`src/hdl/alu_rf_pkg.sv`:
```
// Shared types and constants for the 6502-style ALU and register file.
package alu_rf_pkg;

    localparam int unsigned FUNC_W     = 6;
    localparam int unsigned BYTE_W     = 8;
    localparam int unsigned S_TDATA_W  = 16;
    localparam int unsigned M_TDATA_W  = 48;

    // Operation codes
    typedef enum logic [FUNC_W-1:0] {
        FN_ADC     = 6'd0,
        FN_SBC     = 6'd1,
        FN_AND     = 6'd2,
        FN_ORA     = 6'd3,
        FN_EOR     = 6'd4,
        FN_BIT     = 6'd5,
        FN_CMP     = 6'd6,
        FN_CPX     = 6'd7,
        FN_CPY     = 6'd8,
        FN_ASL_M   = 6'd9,
        FN_LSR_M   = 6'd10,
        FN_ROL_M   = 6'd11,
        FN_ROR_M   = 6'd12,
        FN_ASL_A   = 6'd13,
        FN_LSR_A   = 6'd14,
        FN_ROL_A   = 6'd15,
        FN_ROR_A   = 6'd16,
        FN_INC     = 6'd17,
        FN_DEC     = 6'd18,
        FN_INX     = 6'd19,
        FN_DEX     = 6'd20,
        FN_INY     = 6'd21,
        FN_DEY     = 6'd22,
        FN_LDA     = 6'd23,
        FN_LDX     = 6'd24,
        FN_LDY     = 6'd25,
        FN_STA     = 6'd26,
        FN_STX     = 6'd27,
        FN_STY     = 6'd28,
        FN_TAX     = 6'd29,
        FN_TAY     = 6'd30,
        FN_TXA     = 6'd31,
        FN_TYA     = 6'd32,
        FN_TSX     = 6'd33,
        FN_TXS     = 6'd34,
        FN_CLC     = 6'd35,
        FN_SEC     = 6'd36,
        FN_CLI     = 6'd37,
        FN_SEI     = 6'd38,
        FN_CLV     = 6'd39,
        FN_CLD     = 6'd40,
        FN_SED     = 6'd41
    } t_func;

    // Status register bit positions
    localparam int unsigned FLG_C = 0;
    localparam int unsigned FLG_Z = 1;
    localparam int unsigned FLG_I = 2;
    localparam int unsigned FLG_D = 3;
    localparam int unsigned FLG_B = 4;
    localparam int unsigned FLG_U = 5;
    localparam int unsigned FLG_V = 6;
    localparam int unsigned FLG_N = 7;

    localparam logic [BYTE_W-1:0] SP_RESET = 8'hFF;

    // Master-side tdata field offsets
    localparam int unsigned OFS_RESULT = 0;
    localparam int unsigned OFS_WB     = 8;
    localparam int unsigned OFS_ACC    = 9;
    localparam int unsigned OFS_X      = 17;
    localparam int unsigned OFS_Y      = 25;
    localparam int unsigned OFS_FLAGS  = 33;

endpackage

```
`src/hdl/cpu_alu_register_file_flags_top.sv`:
```
// Top level: binary-mode 6502 ALU with A, X, Y, S and P registers.
//
// Slave stream (i_s_*) carries one operation per transfer: a function code
// and an operand byte. Master stream (o_m_*) returns one result per
// operation: the write-back byte and flag, plus A, X, Y and P after it.
//
// Pipeline: a transfer accepted on i_s_* is captured in the input register,
// executed against the register file, which updates together with the
// output register, and is then offered on o_m_*.
// Throughput: one operation per cycle while the receiver takes results; a
// stall on i_m_tready holds it. The limit is the register file update: each
// operation reads A, X, Y, S, P as left by the one before.
//
// Reset (synchronous, active low) clears A, X, Y and P, sets S to 0xFF
// and empties both the input and output registers.
// When the receiver stalls, the output register holds its result; the
// input register still takes one more operation, after which o_s_tready
// drops until the output drains.
module cpu_alu_register_file_flags_top (
    input  logic        i_clk,
    input  logic        i_rst_n,
    // slave side
    input  logic        i_s_tvalid,
    output logic        o_s_tready,
    // [5:0] func, [13:6] operand, [15:14] zero
    input  logic [alu_rf_pkg::S_TDATA_W-1:0] i_s_tdata,
    // master side
    output logic        o_m_tvalid,
    input  logic        i_m_tready,
    // [7:0] result_byte, [8] write_back, [16:9] acc_out, [24:17] x_out,
    // [32:25] y_out, [40:33] flags_out, [47:41] zero
    output logic [alu_rf_pkg::M_TDATA_W-1:0] o_m_tdata
);
    import alu_rf_pkg::*;

    // Input register
    logic              r_in_valid;
    logic [FUNC_W-1:0] r_func;
    logic [BYTE_W-1:0] r_operand;

    // Architectural registers
    logic [BYTE_W-1:0] r_acc, r_x, r_y, r_sp, r_flags;
    logic [BYTE_W-1:0] n_acc, n_x, n_y, n_sp, n_flags;

    // Output register
    logic              r_out_valid;
    logic [BYTE_W-1:0] r_res, r_out_acc, r_out_x, r_out_y, r_out_flags;
    logic              r_out_wb;
    logic [BYTE_W-1:0] n_res;
    logic              n_wb;

    logic out_free, exec, in_take;

    // Execute when an operation is waiting and the output can take it.
    assign out_free   = !r_out_valid || i_m_tready;
    assign exec       = r_in_valid && out_free;
    assign o_s_tready = !r_in_valid || exec;
    assign in_take    = i_s_tvalid && o_s_tready;

    // ALU datapath helpers
    logic [BYTE_W-1:0] add_m, cmp_reg, sh_src;
    logic [BYTE_W:0]   sum9, diff9;
    logic [BYTE_W-1:0] sh_res;
    logic              sh_c;
    logic [1:0]        sh_kind;

    always_comb begin
        add_m   = (r_func == FN_SBC) ? ~r_operand : r_operand;
        sum9    = {1'b0, r_acc} + {1'b0, add_m} + {{BYTE_W{1'b0}}, r_flags[FLG_C]};
        cmp_reg = (r_func == FN_CPX) ? r_x : ((r_func == FN_CPY) ? r_y : r_acc);
        diff9   = {1'b0, cmp_reg} - {1'b0, r_operand};
        // Memory shifts are codes 9..12, accumulator shifts 13..16.
        if (r_func <= FN_ROR_M) begin
            sh_src  = r_operand;
            sh_kind = 2'(r_func - FN_ASL_M);
        end else begin
            sh_src  = r_acc;
            sh_kind = 2'(r_func - FN_ASL_A);
        end
        case (sh_kind)
            2'd0: begin
                sh_c   = sh_src[BYTE_W-1];
                sh_res = {sh_src[BYTE_W-2:0], 1'b0};
            end
            2'd1: begin
                sh_c   = sh_src[0];
                sh_res = {1'b0, sh_src[BYTE_W-1:1]};
            end
            2'd2: begin
                sh_c   = sh_src[BYTE_W-1];
                sh_res = {sh_src[BYTE_W-2:0], r_flags[FLG_C]};
            end
            default: begin
                sh_c   = sh_src[0];
                sh_res = {r_flags[FLG_C], sh_src[BYTE_W-1:1]};
            end
        endcase
    end

    function automatic logic [BYTE_W-1:0] set_nz(input logic [BYTE_W-1:0] flags,
                                                 input logic [BYTE_W-1:0] v);
        logic [BYTE_W-1:0] f;
        f        = flags;
        f[FLG_Z] = (v == '0);
        f[FLG_N] = v[BYTE_W-1];
        return f;
    endfunction

    // Next register-file state for the operation in the input register
    always_comb begin
        n_acc   = r_acc;
        n_x     = r_x;
        n_y     = r_y;
        n_sp    = r_sp;
        n_flags = r_flags;
        n_res   = '0;
        n_wb    = 1'b0;
        unique case (r_func) inside
            FN_ADC, FN_SBC: begin
                n_acc          = sum9[BYTE_W-1:0];
                n_flags        = set_nz(r_flags, sum9[BYTE_W-1:0]);
                n_flags[FLG_C] = sum9[BYTE_W];
                n_flags[FLG_V] = (r_acc[7] ^ sum9[7]) & (add_m[7] ^ sum9[7]);
            end
            FN_AND: begin
                n_acc   = r_acc & r_operand;
                n_flags = set_nz(r_flags, r_acc & r_operand);
            end
            FN_ORA: begin
                n_acc   = r_acc | r_operand;
                n_flags = set_nz(r_flags, r_acc | r_operand);
            end
            FN_EOR: begin
                n_acc   = r_acc ^ r_operand;
                n_flags = set_nz(r_flags, r_acc ^ r_operand);
            end
            FN_BIT: begin
                n_flags[FLG_Z] = ((r_acc & r_operand) == '0);
                n_flags[FLG_V] = r_operand[6];
                n_flags[FLG_N] = r_operand[7];
            end
            FN_CMP, FN_CPX, FN_CPY: begin
                n_flags        = set_nz(r_flags, diff9[BYTE_W-1:0]);
                n_flags[FLG_C] = !diff9[BYTE_W];
            end
            FN_ASL_M, FN_LSR_M, FN_ROL_M, FN_ROR_M: begin
                n_res          = sh_res;
                n_wb           = 1'b1;
                n_flags        = set_nz(r_flags, sh_res);
                n_flags[FLG_C] = sh_c;
            end
            FN_ASL_A, FN_LSR_A, FN_ROL_A, FN_ROR_A: begin
                n_acc          = sh_res;
                n_flags        = set_nz(r_flags, sh_res);
                n_flags[FLG_C] = sh_c;
            end
            FN_INC: begin
                n_res   = r_operand + 8'd1;
                n_wb    = 1'b1;
                n_flags = set_nz(r_flags, r_operand + 8'd1);
            end
            FN_DEC: begin
                n_res   = r_operand - 8'd1;
                n_wb    = 1'b1;
                n_flags = set_nz(r_flags, r_operand - 8'd1);
            end
            FN_INX: begin
                n_x     = r_x + 8'd1;
                n_flags = set_nz(r_flags, r_x + 8'd1);
            end
            FN_DEX: begin
                n_x     = r_x - 8'd1;
                n_flags = set_nz(r_flags, r_x - 8'd1);
            end
            FN_INY: begin
                n_y     = r_y + 8'd1;
                n_flags = set_nz(r_flags, r_y + 8'd1);
            end
            FN_DEY: begin
                n_y     = r_y - 8'd1;
                n_flags = set_nz(r_flags, r_y - 8'd1);
            end
            FN_LDA: begin
                n_acc   = r_operand;
                n_flags = set_nz(r_flags, r_operand);
            end
            FN_LDX: begin
                n_x     = r_operand;
                n_flags = set_nz(r_flags, r_operand);
            end
            FN_LDY: begin
                n_y     = r_operand;
                n_flags = set_nz(r_flags, r_operand);
            end
            FN_STA: begin
                n_res = r_acc;
                n_wb  = 1'b1;
            end
            FN_STX: begin
                n_res = r_x;
                n_wb  = 1'b1;
            end
            FN_STY: begin
                n_res = r_y;
                n_wb  = 1'b1;
            end
            FN_TAX: begin
                n_x     = r_acc;
                n_flags = set_nz(r_flags, r_acc);
            end
            FN_TAY: begin
                n_y     = r_acc;
                n_flags = set_nz(r_flags, r_acc);
            end
            FN_TXA: begin
                n_acc   = r_x;
                n_flags = set_nz(r_flags, r_x);
            end
            FN_TYA: begin
                n_acc   = r_y;
                n_flags = set_nz(r_flags, r_y);
            end
            FN_TSX: begin
                n_x     = r_sp;
                n_flags = set_nz(r_flags, r_sp);
            end
            FN_TXS: n_sp = r_x;          // no flag change
            FN_CLC: n_flags[FLG_C] = 1'b0;
            FN_SEC: n_flags[FLG_C] = 1'b1;
            FN_CLI: n_flags[FLG_I] = 1'b0;
            FN_SEI: n_flags[FLG_I] = 1'b1;
            FN_CLV: n_flags[FLG_V] = 1'b0;
            FN_CLD: n_flags[FLG_D] = 1'b0;
            FN_SED: n_flags[FLG_D] = 1'b1;
            default: ;                   // unused codes: no change
        endcase
    end

    // Input register
    always_ff @(posedge i_clk) begin
        if (!i_rst_n) begin
            r_in_valid <= 1'b0;
        end else if (in_take) begin
            r_in_valid <= 1'b1;
        end else if (exec) begin
            r_in_valid <= 1'b0;
        end
        if (in_take) begin
            r_func    <= i_s_tdata[FUNC_W-1:0];
            r_operand <= i_s_tdata[FUNC_W+BYTE_W-1:FUNC_W];
        end
    end

    // Register file
    always_ff @(posedge i_clk) begin
        if (!i_rst_n) begin
            r_acc   <= '0;
            r_x     <= '0;
            r_y     <= '0;
            r_sp    <= SP_RESET;
            r_flags <= '0;
        end else if (exec) begin
            r_acc   <= n_acc;
            r_x     <= n_x;
            r_y     <= n_y;
            r_sp    <= n_sp;
            r_flags <= n_flags;
        end
    end

    // Output register
    always_ff @(posedge i_clk) begin
        if (!i_rst_n) begin
            r_out_valid <= 1'b0;
        end else if (exec) begin
            r_out_valid <= 1'b1;
        end else if (i_m_tready) begin
            r_out_valid <= 1'b0;
        end
        if (exec) begin
            r_res       <= n_res;
            r_out_wb    <= n_wb;
            r_out_acc   <= n_acc;
            r_out_x     <= n_x;
            r_out_y     <= n_y;
            r_out_flags <= n_flags;
        end
    end

    assign o_m_tvalid = r_out_valid;
    assign o_m_tdata  = {7'b0, r_out_flags, r_out_y, r_out_x, r_out_acc, r_out_wb, r_res};

endmodule

```
`config.mk`:
```
export PLATFORM = sky130hd
export DESIGN_NAME = cpu_alu_register_file_flags_top
export DESIGN_NICKNAME = d
export VERILOG_FILES = /design/src/hdl/alu_rf_pkg.sv /design/src/hdl/cpu_alu_register_file_flags_top.sv
export SDC_FILE = /design/constraint.sdc
export NUM_CORES = 1
export LEC_CHECK = 0
export BUFFER_PORTS_ARGS = -buffer_cell sky130_fd_sc_hd__buf_2
export CAP_MARGIN = 0
export CORE_MARGIN = 3
export CORE_UTILIZATION = 61
export CTS_BUF_LIST = sky130_fd_sc_hd__clkbuf_4 sky130_fd_sc_hd__clkbuf_8 sky130_fd_sc_hd__clkbuf_16
export DETAILED_ROUTE_END_ITERATION = 6
export PLACE_DENSITY = 0.81
export SYNTH_ARGS = -nofsm -noshare
export SYNTH_HDL_FRONTEND = slang
export SYNTH_SLANG_ARGS = --single-unit
```
`constraint.sdc`:
```
create_clock -name i_clk -period 5.05 [get_ports i_clk]
set_input_delay 0.505 -clock i_clk [delete_from_list [all_inputs] [get_ports i_clk]]
set_output_delay 0.505 -clock i_clk [all_outputs]
set_load 0.01 [all_outputs]
```
==> flow_summary.toml <==
[outcome]
status = "complete, but fails checks"
violations = "DRC"

[sta]
setup_viol = 0
slew_headroom = 0.252
hold_viol = 0
tightest_slew_ns = 1.12
fin_setup_tns_ns = 0
drv_slew = 0
rsz0062_at_grt = "no"
fin_skew_ns = 0.0110
post-route-period-util = 0.873
period_needed_ns = 4.41
max_freq_mhz = 227

[pwr]
ir_worst_vdd_mv = 0.155
p_int_mw = 1.32
p_leak_nw = 3.27
p_clk_frac = 0.320
switching_share = 0.315
power_frac_seq = 0.473
switching_power_mw = 0.609
power.density_nw_per_um2 = 227
p_comb_frac = 0.208

[placement]
hpwl_um = 18400
place_congestion = 1.08
port_buffers = 58
post_dp_cell_area_um2 = 8250

[cells_and_area]
drive_gt1_frac = 0.129
layout_commonest_cell = "nand2_1"
final_cell_mix = "nand2_1, nor2_1, buf_2, edfxtp_1, ha_1"
area_delta_synth_final_pct = 6.80
design_area_um2 = 8510
fillers = 1079
diodes = 0
num-nets-final = 1022

[yosys]
synth_edf_count = 53
synthArstFlopShare = 0
ys_ff_latch = 93
syn_inst = 943
ys_types = 87
yosysWarnings = 0
syn-cell-area_um2 = 7960
ys.flop_type = "edfxtp_1"
ys_seq_area_frac = 0.300
avgSynthCellArea_um2 = 8.45

[hold_path]
hold_depth = 1
min_to = "r_operand[1]"
hold_start = "i_s_tdata[7]"
min_path_type = "input pin to register"

[drt]
antenna_left = 0
post-route-drc-count = 46
vias_per_cell = 6.99
top_layer = "met4"
dr.first_iter.drc_count = 1465
met2_length_um = 10900
dr_total_vias = 7916
drt-total-wl_um = 26100
wl_met1_um = 9940
wl_met3_um = 3490
first_pass_iters = 7
wl_per_cell_um = 23.1

[cts]
cts_sinks = 93
ctsHoldBuffers = 0
clock_path_buffers = 2
clockRootBuffer = "clkbuf_16"
cts_buffers = 9
cts-resized-gates = 0
cts-htree-levels = 3
cts_tree = "built"
cts_setup_buffers = 0
clk_pin_slew_ns = 0.07
clkLatencyLatePin_ns = 0.36

[worst_setup_path]
startpoint_type = "register"
crit_start = "r_func[5]"
critPathArrivalTime_ns = 4.48
crit_fanout = 13
r2r_start = "r_func[5]"
path_class = "register to register"
rrSetupSlack_ns = 0.64
cp_data_required_time_ns = 5.12
r2r_cells = 14
reg2reg_to = "r_out_flags[1]"
cp-end-kind = "register"

[floorplanning]
ios = 70
die_x_um = 120
start_util = 0.629
rows = 41
core-area_um2 = 12700
die_y_um = 120
die-area_um2 = 14500

[global_routing]
antenna_found_initial = 0
grt_pass1_vias = 7250
grt_max_degree = 39
grt_usage = 0.359
grt_pass1_wl_um = 40100
grt-ovfl-total = 0

[run]
maxCapViolCount = 0
==> metal layers <==
metal,global-route usage,up-vias
met4,0.211,0
li1,-,3560
met5,0,-
met3,0.0828,172
met2,0.527,600
met1,0.486,3584
==> critical path, cell delays in order, from the launching register on <==
cell and delay (ns):
edfxtp_1 0.58, or4b_2 0.78, nor2_1 0.35, nor2_1 0.09, a21oi_1 0.23, ha_1 0.22, inv_1 0.06, fa_1 0.41
a21oi_1 0.28, o21ai_0 0.20, nand3b_1 0.19, o2111ai_1 0.10, nor4_1 0.09, a32oi_1 0.40, a21oi_1 0.16
==> cell usage after synthesis, types with 15 or more instances <==
cell       instances  area share
nand2_1          106       0.050
ha_1              44       0.069
o21ai_0           42       0.026
inv_1             35       0.016
nand3_1           31       0.019
clkbuf_1          57       0.027
o2111ai_1         15       0.016
xnor2_1           30       0.033
nor2_1            78       0.037
a22oi_1           17       0.016
edfxtp_1          53        0.20
a21oi_1           42       0.026
dfxtp_1           40        0.10
nor3_1            23       0.014
==> sequential cells by signal, indices dropped and copies added, names as in the netlist, 6 cells and up <==
| name | cells |
|---|---|
| r_out_flags | 6 |
| r_out_x | 8 |
| r_flags | 6 |
| r_func | 6 |
| r_x | 8 |
| r_acc | 8 |
| r_y | 8 |
| r_out_y | 8 |
| r_res | 8 |
| r_operand | 8 |
| r_out_acc | 8 |
| r_sp | 8 |
==> worst max path at each step <==
| stage | endpoint | slack (ns) | depth (start not counted) |
|---|---|---|---|
| 6_report | r_out_flags[1] | 0.64 | 14 |
| 5_1_grt | r_out_flags[1] | 0.41 | 16 |
| 4_1_cts | r_out_flags[1] | 0.81 | 14 |
| 3_5_place_dp | r_out_flags[1] | 0.84 | 14 |
| 3_3_place_gp | r_out_flags[1] | 0.91 | 14 |
| 2_1_floorplan | r_out_flags[1] | 1.41 | 13 |
==> kinds of logic after synthesis <==
| group | count (synthesis) | share of synthesized area |
|---|---|---|
| buf+inv | 119 | 0.0650 |
| fa+ha+maj | 47 | 0.0767 |
| xor+xnor | 40 | 0.0440 |
| simple gates | 369 | 0.239 |
| flops | 93 | 0.300 |
| other cells | 1 | 0.000471 |
| mux | 24 | 0.0430 |
| compound gates | 250 | 0.231 |
==> final cells by class <==
cell class	count	area, µm²	area share
Clock buffer	9	225	0.0265
Clock inverter	7	32.5	0.00382
Inverter	37	139	0.0163
Multi-Input combinational cell	739	5080	0.598
Sequential cell	93	2390	0.281
Tap cell	172	215	0.0253
Timing Repair Buffer	75	418	0.0491
==> power groups by stage <==
stage	combinational, mW	clock [mW]	sequential [mW]
5_1_grt	0.434	0.646	0.915
6_report	0.401	0.618	0.914
2_1_floorplan	0.309	0	0.887
4_1_cts	0.389	0.619	0.908
3_5_place_dp	0.387	0	0.924
3_3_place_gp	0.380	0	0.923
==> stage by stage <==
step	total power [mW]	cells	hold WS, ns	util	setup WS, ns
5_1_grt	2.00	1132	0.323	0.671	0.414
3_3_place_gp	1.30	1116	0.459	0.651	0.906
4_1_cts	1.92	1132	0.312	0.671	0.806
6_report	1.93	1132	0.315	0.671	0.643
2_1_floorplan	1.20	951	0.446	-	1.41
3_5_place_dp	1.31	1116	0.477	0.651	0.842
Power figures use the tool's default switching activity.
